===== config.mk =====
export PLATFORM = sky130hd
export DESIGN_NAME = double_ended_queue_core_flat
export DESIGN_NICKNAME = d
export VERILOG_FILES = /design/src/deq_pkg.sv /design/src/deq_req_if.sv /design/src/deq_rsp_if.sv /design/src/deq_cell.sv /design/src/double_ended_queue_core.sv /design/src/flat_wrapper.sv
export SDC_FILE = /design/constraint.sdc
export NUM_CORES = 1
export LEC_CHECK = 0
export ABC_AREA = 1
export BUFFER_PORTS_ARGS = -buffer_cell sky130_fd_sc_hd__buf_2
export CORE_UTILIZATION = 39
export CTS_CLUSTER_SIZE = 12
export DETAILED_ROUTE_END_ITERATION = 10
export PLACE_DENSITY_LB_ADDON = 0.2
export SLEW_MARGIN = 30
export SYNTH_ARGS = -nofsm -noshare
export SYNTH_HDL_FRONTEND = slang
export SYNTH_HIERARCHICAL = 1
export SYNTH_SLANG_ARGS = --single-unit
export TNS_END_PERCENT = 1

===== constraint.sdc =====
create_clock -name clk -period 5.2 [get_ports clk]
set_input_delay 1.04 -clock clk [delete_from_list [all_inputs] [get_ports clk]]
set_output_delay 1.04 -clock clk [all_outputs]
set_load 0.02 [all_outputs]

===== src/deq_pkg.sv =====
package deq_pkg;

  // queue geometry
  localparam int DEPTH  = 8;
  localparam int IDX_W  = (DEPTH > 1) ? $clog2(DEPTH) : 1;
  localparam int CNT_W  = $clog2(DEPTH + 1);
  localparam int DATA_W = 32;
  localparam int OCC_W  = 4;

  // operation codes
  typedef enum logic [1:0] {
    OP_PUSH_FRONT = 2'd0,
    OP_PUSH_REAR  = 2'd1,
    OP_POP_FRONT  = 2'd2,
    OP_POP_REAR   = 2'd3
  } kind_t;

  // result status codes
  typedef enum logic [1:0] {
    ST_OK    = 2'd0,
    ST_FULL  = 2'd1,
    ST_EMPTY = 2'd2
  } status_t;

  // control broadcast to every cell of the row
  typedef struct packed {
    logic                     ok;
    kind_t                    op;
    logic [CNT_W-1:0]         count;
    logic signed [DATA_W-1:0] push_value;
  } cell_ctrl_t;

endpackage


===== src/deq_req_if.sv =====
interface deq_req_if;
  import deq_pkg::*;

  logic                     valid;
  logic                     ready;
  kind_t                    kind;
  logic signed [DATA_W-1:0] push_value;

  modport source (output valid, output kind, output push_value, input ready);
  modport sink   (input valid, input kind, input push_value, output ready);
endinterface


===== src/deq_rsp_if.sv =====
interface deq_rsp_if;
  import deq_pkg::*;

  logic                     valid;
  logic                     ready;
  logic signed [DATA_W-1:0] pop_value;
  status_t                  status;
  logic [OCC_W-1:0]         occupancy;

  modport source (output valid, output pop_value, output status, output occupancy,
                  input ready);
  modport sink   (input valid, input pop_value, input status, input occupancy,
                  output ready);
endinterface


===== src/deq_cell.sv =====
module deq_cell (
  input  logic                             clk,
  input  deq_pkg::cell_ctrl_t              ctrl,
  input  logic [deq_pkg::IDX_W-1:0]        idx,
  input  logic signed [deq_pkg::DATA_W-1:0] left_data,
  input  logic signed [deq_pkg::DATA_W-1:0] right_data,
  output logic signed [deq_pkg::DATA_W-1:0] data,
  output logic signed [deq_pkg::DATA_W-1:0] tap
);
  import deq_pkg::*;

  logic [CNT_W-1:0] here;
  logic             is_rear_slot;
  logic             is_last_entry;

  // position of this cell compared with the fill level
  assign here          = CNT_W'(idx);
  assign is_rear_slot  = (here == ctrl.count);
  assign is_last_entry = (here == ctrl.count - CNT_W'(1));

  // shift toward the rear on push front, toward the front on pop front; push rear writes the rear slot
  always_ff @(posedge clk) begin
    if (ctrl.ok) begin
      unique case (ctrl.op)
        OP_PUSH_FRONT: data <= left_data;
        OP_PUSH_REAR: begin
          if (is_rear_slot) begin
            data <= ctrl.push_value;
          end
        end
        OP_POP_FRONT:  data <= right_data;
        OP_POP_REAR:   ;
        default:       ;
      endcase
    end
  end

  // rear entry offered to the result mux
  assign tap = (ctrl.ok && ctrl.op == OP_POP_REAR && is_last_entry) ? data : '0;

endmodule


===== src/double_ended_queue_core.sv =====
// a result word is registered as its request word is accepted
// throughput: one word per cycle; a request is taken whenever the result
// register is empty or its word is taken in the same cycle
// the entries sit in a row of cells that shift one place per push or pop front
// reset (synchronous, active high) empties the queue and drops any pending result
module double_ended_queue_core (
  input  logic      clk,
  input  logic      rst,
  deq_req_if.sink   req,
  deq_rsp_if.source rsp
);
  import deq_pkg::*;

  logic [CNT_W-1:0]         count;
  logic [CNT_W-1:0]         count_next;
  logic                     take;
  logic                     is_full;
  logic                     is_empty;
  logic                     is_push;
  cell_ctrl_t               ctrl;
  status_t                  status_next;
  logic signed [DATA_W-1:0] pop_next;
  logic signed [DATA_W-1:0] rear_pick;

  logic signed [DATA_W-1:0] cell_data [DEPTH];
  logic signed [DATA_W-1:0] cell_tap  [DEPTH];

  // handshake: the result register parts the two sides
  assign req.ready = !rsp.valid || rsp.ready;
  assign take      = req.valid && req.ready;

  // full and empty checks
  assign is_full  = (count == CNT_W'(DEPTH));
  assign is_empty = (count == '0);
  assign is_push  = (req.kind == OP_PUSH_FRONT) || (req.kind == OP_PUSH_REAR);

  always_comb begin
    ctrl.op         = req.kind;
    ctrl.count      = count;
    ctrl.push_value = req.push_value;
    ctrl.ok         = take && (is_push ? !is_full : !is_empty);
  end

  // row of cells, cell 0 holds the front entry
  for (genvar i = 0; i < DEPTH; i++) begin : g_cell
    logic signed [DATA_W-1:0] left_in;
    logic signed [DATA_W-1:0] right_in;

    if (i == 0) begin : g_first
      assign left_in = req.push_value;
    end else begin : g_mid_l
      assign left_in = cell_data[i-1];
    end

    if (i == DEPTH - 1) begin : g_last
      assign right_in = '0;
    end else begin : g_mid_r
      assign right_in = cell_data[i+1];
    end

    deq_cell u_cell (
      .clk        (clk),
      .ctrl       (ctrl),
      .idx        (IDX_W'(i)),
      .left_data  (left_in),
      .right_data (right_in),
      .data       (cell_data[i]),
      .tap        (cell_tap[i])
    );
  end

  // gather the rear entry from the cell taps
  always_comb begin
    rear_pick = '0;
    for (int i = 0; i < DEPTH; i++) begin
      rear_pick = rear_pick | cell_tap[i];
    end
  end

  // status, popped value and next fill level
  always_comb begin
    status_next = ST_OK;
    pop_next    = '0;
    count_next  = count;
    unique case (req.kind)
      OP_PUSH_FRONT, OP_PUSH_REAR: begin
        if (is_full) begin
          status_next = ST_FULL;
        end else begin
          count_next = count + CNT_W'(1);
        end
      end
      OP_POP_FRONT: begin
        if (is_empty) begin
          status_next = ST_EMPTY;
        end else begin
          pop_next   = cell_data[0];
          count_next = count - CNT_W'(1);
        end
      end
      OP_POP_REAR: begin
        if (is_empty) begin
          status_next = ST_EMPTY;
        end else begin
          pop_next   = rear_pick;
          count_next = count - CNT_W'(1);
        end
      end
      default: ;
    endcase
  end

  // fill level and result valid
  always_ff @(posedge clk) begin
    if (rst) begin
      count     <= '0;
      rsp.valid <= 1'b0;
    end else begin
      if (take) begin
        count     <= count_next;
        rsp.valid <= 1'b1;
      end else if (rsp.ready) begin
        rsp.valid <= 1'b0;
      end
    end
  end

  // result word
  always_ff @(posedge clk) begin
    if (take) begin
      rsp.pop_value <= pop_next;
      rsp.status    <= status_next;
      rsp.occupancy <= OCC_W'(count_next);
    end
  end

endmodule


===== src/flat_wrapper.sv =====
// flat-port wrapper written by rule: the top's interface ports become plain ports
module double_ended_queue_core_flat import deq_pkg::*;
  (clk, rst, req_valid, req_kind, req_push_value, req_ready, rsp_valid, rsp_pop_value, rsp_status, rsp_occupancy, rsp_ready);
  deq_req_if req_i ();
  deq_rsp_if rsp_i ();
  input  logic clk;
  input  logic rst;
  input wire logic [$bits(req_i.valid)-1:0] req_valid;
  input wire logic [$bits(req_i.kind)-1:0] req_kind;
  input wire logic [$bits(req_i.push_value)-1:0] req_push_value;
  output wire logic [$bits(req_i.ready)-1:0] req_ready;
  output wire logic [$bits(rsp_i.valid)-1:0] rsp_valid;
  output wire logic [$bits(rsp_i.pop_value)-1:0] rsp_pop_value;
  output wire logic [$bits(rsp_i.status)-1:0] rsp_status;
  output wire logic [$bits(rsp_i.occupancy)-1:0] rsp_occupancy;
  input wire logic [$bits(rsp_i.ready)-1:0] rsp_ready;
  assign req_i.valid = req_valid;
  assign req_i.kind = req_kind;
  assign req_i.push_value = req_push_value;
  assign req_ready = req_i.ready;
  assign rsp_valid = rsp_i.valid;
  assign rsp_pop_value = rsp_i.pop_value;
  assign rsp_status = rsp_i.status;
  assign rsp_occupancy = rsp_i.occupancy;
  assign rsp_i.ready = rsp_ready;
  double_ended_queue_core u_core (.clk(clk), .rst(rst), .req(req_i), .rsp(rsp_i));
endmodule

# After elaboration in Yosys (flattened, before gate mapping)
# Index checks and enable logic that the tools add are counted.
[op_classes]
n_addsub = 2
n_eq_ne = 26
n_mux = 36
n_bitwise = 7
n_reduce_logical = 31
[op_table]
columns = ["op", "n"]
rows = [
  ["$pmux 32 s3", 8],
  ["$mux 32", 18],
  ["$or 32x32->32", 7],
  ["$pmux 32 s2", 1],
  ["$eq 3x4->1 const A", 8],
  ["$reduce_and 3->1", 8],
  ["$eq 2x4->1 const A", 4],
  ["$ne 2x2->1 const B", 7],
  ["$logic_and 1x1->1", 11],
  ["$eq 1x4->1 const A", 2],
  ["$logic_not 4->1", 2],
  ["$mux 4", 2],
  ["$pmux 4 s2", 1],
  ["$add 4x1->4 const B", 1],
  ["$eq 2x2->1 const B", 2],
  ["$eq 4x4->1 const B", 1],
  ["$mux 1", 4],
  ["$pmux 2 s2", 1],
  ["$reduce_or 2->1", 2],
  ["$sub 4x1->4 const B", 1],
  ["$logic_not 1->1", 3],
  ["$reduce_bool 3->1", 1],
  ["$eq 2x1->1 const B", 1],
  ["$logic_not 2->1", 1],
  ["4 further kinds", 5],
]
[word_totals]
reg_bits = 299
input_bits = 38
out_inout_bits = 40
elab_cells = 115

# Logic depth before layout (Yosys ltp)
[depth]
depth_word = 16
depth_mapped = 17
depth_no_buf = 16

# Modules after synthesis
# The synthesis kept the hierarchy.
[modules_own_cells]
columns = ["mod", "instances", "cells_per_inst", "area_each_um2", "seq_area_each_um2"]
rows = [
  ["deq_cell at u_core.g_cell[3].u_cell ...", 5, 288, 2205.9, 960.9],
  ["deq_cell at u_core.g_cell[0].u_cell ...", 3, 285, 2194.6, 960.9],
  ["double_ended_queue_core", 1, 381, 2805.2, 1241.2],
]

# Least setup slack after synthesis
# OpenSTA, ideal clock, no wires.
[synth_path]
path_kind = "input -> register"
start = "input port rsp_ready"
end = "register u_core/g_cell[0].u_cell/data[0] (netlist bit) (enable)"
setup_time_ns = 0.432
arrival_time_ns = 4.519
required_time_ns = 4.768
path_slack_ns = 0.249
cell_stages = 8
n_path_buf = 0
cell_sequence = "inv_1 -> nand2_1 -> nand2_1 -> inv_1 -> nand3_1 -> inv_1 -> o31ai_1 -> a21oi_1"
[synth_rtl]
columns = ["element", "line_no", "text"]
rows = [
  ["start: declaration", "flat_wrapper.sv:16", "input wire logic [$bits(rsp_i.ready)-1:0] rsp_ready;"],
  ["end signal: assignment", "deq_cell.sv:25", "OP_PUSH_FRONT: data <= left_data;"],
  ["end signal: assignment", "deq_cell.sv:28", "data <= ctrl.push_value;"],
  ["end signal: assignment", "deq_cell.sv:31", "OP_POP_FRONT: data <= right_data;"],
  ["end: declaration", "deq_cell.sv:7", "output logic signed [deq_pkg::DATA_W-1:0] data,"],
]

==> load_flow_metrics.sql <==
INSERT INTO impl_metrics (metric_group, metric, value, unit) VALUES
('critical_path', 'most_frequent_cell_on_critical_path', 'sky130_fd_sc_hd__nand3_1', ''),
('placement', 'hpwlAfterDp', '42690', 'um'),
('grt', 'grt_pass1_wl', '105700', 'um'),
('floorplanning', 'initial_utilization', '39.64', '%'),
('job', 'max-cap-violations', '0', ''),
('critical_path', 'critical_path.top_delay_family', 'simple AND/OR/NAND/NOR gates', ''),
('floorplanning', 'die-width', '230.8', 'um'),
('logic_synthesis', 'primary_ff_master_synth', 'sky130_fd_sc_hd__edfxtp_1', ''),
('logic_synthesis', 'synthDominantAreaCellType', 'sky130_fd_sc_hd__edfxtp_1', ''),
('clocking', 'root_buffer', 'sky130_fd_sc_hd__clkbuf_16', ''),
('sta', 'final_period_utilization', '70.04', '%'),
('power_and_ir_drop', 'switching_share', '31.50', '%'),
('logic_synthesis', 'ys_ff_latch', '299', ''),
('sta', 'slew_headroom', '33.62', '%'),
('clocking', 'clkSlewWorstSetupHoldPaths', '0.06', 'ns'),
('critical_path', 'timing.critical_path.arrival', '4.05', 'ns'),
('floorplanning', 'io-pin-count', '78', ''),
('critical_path', 'path_class', 'reg2reg', ''),
('grt', 'pin_count_of_the_biggest_net_entering_global_routing', '65', ''),
('sta', 'setup_repair_after_global_routing_missed_its_margin', 'false', ''),
('power_and_ir_drop', 'power.density_cell_area', '303.0', 'nW/um2'),
('placement', 'pre_cts_ws', '1.230', 'ns'),
('sta', 'timing.final.max_slew_violations', '0', ''),
('clocking', 'post_cts.repair.setup_buffers', '0', ''),
('grt', 'grt_pass1_vias', '17110', ''),
('routing', 'starting_drc_count_in_detailed_routing', '2029', ''),
('floorplanning', 'floorplan.core_area', '51510', 'um2'),
('critical_path', 'cpMaxStageDelayCell', 'sky130_fd_sc_hd__dfxtp_1', ''),
('sta', 'clock_period_minus_final_worst_setup_slack', '3.642', 'ns'),
('cells_and_area', 'area_growth_syn_to_layout', '11.26', '%'),
('logic_synthesis', 'synth.cells.most_frequent', 'sky130_fd_sc_hd__nand2_1 (674), sky130_fd_sc_hd__nor2_1 (431), sky130_fd_sc_hd__inv_1 (354), sky130_fd_sc_hd__edfxtp_1 (294), sky130_fd_sc_hd__a31oi_1 (256)', ''),
('logic_synthesis', 'syn-cell-area', '20420', 'um2'),
('clocking', 'cts-hold-fix-buffers', '0', ''),
('clocking', 'clock-sinks', '299', ''),
('routing', 'dr_total_vias', '18270', ''),
('logic_synthesis', 'syn-instance-count', '2676', ''),
('sta', 'finalHoldViolations', '0', ''),
('grt', 'grt_overflow', '0', ''),
('placement', 'final_weighted_congestion_in_routability_driven_placement', '0.8326', ''),
('logic_synthesis', 'number_of_flops_mapped_to_enable_cells_by_yosys', '294', ''),
('sta', 'finalSetupViolations', '0', ''),
('logic_synthesis', 'synth.top_cells.by_area', 'sky130_fd_sc_hd__edfxtp_1 (43%), sky130_fd_sc_hd__nand2_1 (12%), sky130_fd_sc_hd__nor2_1 (7.9%)', ''),
('placement', 'port_buffers', '77', ''),
('logic_synthesis', 'ys_types', '26', ''),
('logic_synthesis', 'ys_async_sr_fraction', '0', '%'),
('clocking', 'cts-root-to-sink-buffers', '3', ''),
('clocking', 'worst_skew_pair.late_latency', '0.58', 'ns'),
('floorplanning', 'placement_rows', '83', ''),
('power_and_ir_drop', 'power.share.sequential', '44.4', '%'),
('outcome', 'status', 'complete, no violations', ''),
('grt', 'grt_antenna_before_repair', '5', ''),
('routing', 'ant_nets', '0', ''),
('grt', 'grt_usage', '26.36', '%'),
('critical_path', 'crit_buf_inv', '3', ''),
('power_and_ir_drop', 'totalPowerFinal', '6.883', 'mW'),
('logic_synthesis', 'post_synth_top_area_share', '43.24', '%'),
('routing', 'drt-vias-per-instance', '5.245', ''),
('power_and_ir_drop', 'cellLeakagePower', '9.531', 'nW'),
('power_and_ir_drop', 'max-vdd-ir-drop', '0.2100', 'mV'),
('critical_path', 'crit_fanout', '22', ''),
('cells_and_area', 'net_count_final', '2854', ''),
('power_and_ir_drop', 'power.switching', '2.168', 'mW'),
('clocking', 'tritoncts_buffers', '36', ''),
('logic_synthesis', 'yosysWarningCount', '6', ''),
('floorplanning', 'die_span_in_y', '230.8', 'um'),
('critical_path', 'timing.critical_path.required', '5.61', 'ns'),
('clocking', 'cts_resized', '0', ''),
('sta', 'worst_slew_pin_slew', '0.9957', 'ns'),
('logic_synthesis', 'syn_avg_cell_area', '7.630', 'um2'),
('clocking', 'tritoncts', 'yes', ''),
('critical_path', 'path_cells', 'nor2_2, nand3_1, nand3_1, inv_1, nand2_1, inv_1, nand3_1, nor2_2, nand3_4, buf_4, nor2_2, nor2_1, nand4_1, nand3_1, nand2_1', '');
[worst paths after layout]
| kind | from | end | slack, ns | depth (start not counted) |
|---|---|---|---|---|
| max | u_core/count[3]$_SDFFE_PP0P_ | u_core/rsp.pop_value[12]$_DFFE_PP_ | 1.56 | 15 |
| min | u_core/rsp.valid$_SDFFE_PP0P_ | u_core/rsp.valid$_SDFFE_PP0P_ | 0.53 | 2 |
| max reg2reg | u_core/count[3]$_SDFFE_PP0P_ | u_core/rsp.pop_value[12]$_DFFE_PP_ | 1.56 | 15 |
| min reg2reg | u_core/rsp.valid$_SDFFE_PP0P_ | u_core/rsp.valid$_SDFFE_PP0P_ | 0.53 | 2 |
[placed cells by master, fill, tap and decap left out, drive strengths merged]
| master | count |
|---|---|
| nor2 | 681 |
| ha | 42 |
| edfxtp | 294 |
| clkinvlp | 1 |
| diode | 1 |
| conb | 96 |
| clkbuf | 51 |
| a21oi | 12 |
| o31ai | 8 |
| dfxtp | 5 |
| xnor2 | 3 |
| nand3 | 111 |
| clkinv | 11 |
| xor2 | 1 |
| inv | 369 |
| nand3b | 6 |
| bufinv | 2 |
| nand4 | 38 |
| o21ai | 7 |
| nand2 | 685 |
| buf | 123 |
| a31oi | 256 |
[area by class of cell]
| cell class | instances | area (um2) |
|---|---|---|
| Inverter | 368 | 1381 |
| Clock buffer | 51 | 977.2 |
| Fill cell | 5264 | 28790 |
| Multi-Input combinational cell | 1946 | 9684 |
| Sequential cell | 299 | 8929 |
| Antenna cell | 1 | 2.502 |
| Tap cell | 680 | 850.8 |
| Clock inverter | 15 | 150.1 |
| Timing Repair Buffer | 123 | 743.2 |
[metrics by stage]
stage               std cells  area [um2]  utilization (%)
finish                   3483       22720            44.10
global route             3483       22720            44.10
CTS                      3482       22720            44.10
detailed placement       3416       21590            41.91
global placement         3416       21590            41.91
floorplan                2770       20770                -
[routing by layer]
layer / GRT usage, % / vias to the layer above / wire [um]
li1: - / 8703 / -
met1: 37.24 / 8560 / 31100
met2: 41.38 / 874 / 30850
met3: 4.422 / 131 / 6617
met4: 7.285 / 2 / 1871
met5: 0 / - / 13
[worst register-to-register path: cells and delay by family, from the launching register on]
kind	cells	cell delay (ns)
DFF	1	0.90
buffers and inverters	3	0.97
and+or+nand+nor	12	1.64
[power groups by stage]
stage               logic [mW]  clock network [mW]  registers, mW
finish                    1.33                2.50           3.05
global route              1.45                2.62           3.07
CTS                       1.31                2.54           3.05
detailed placement        1.31                   0           3.10
global placement          1.28                   0           3.10
floorplan                0.859                   0           3.09
[state kept, by name, indices dropped and copies added (netlist names)]
signal                     count
u_core/g_cell.u_cell/data    256
u_core/rsp.pop_value          32
u_core/count                   4
u_core/rsp.occupancy           4
u_core/rsp.status              2
u_core/rsp.valid               1
[cells by family (layout without fill, tap and decap cells)]
family / Yosys count / in the layout / share of synthesized area [%]
simple gates: 1521 / 1521 / 33.57
buf+inv: 525 / 557 / 11.32
flops: 299 / 299 / 43.73
compound gates: 283 / 283 / 8.603
fa+ha+maj: 42 / 42 / 2.574
xor+xnor: 4 / 4 / 0.1716
other cells: 2 / 97 / 0.03678
(Power assumes the default switching activity.)
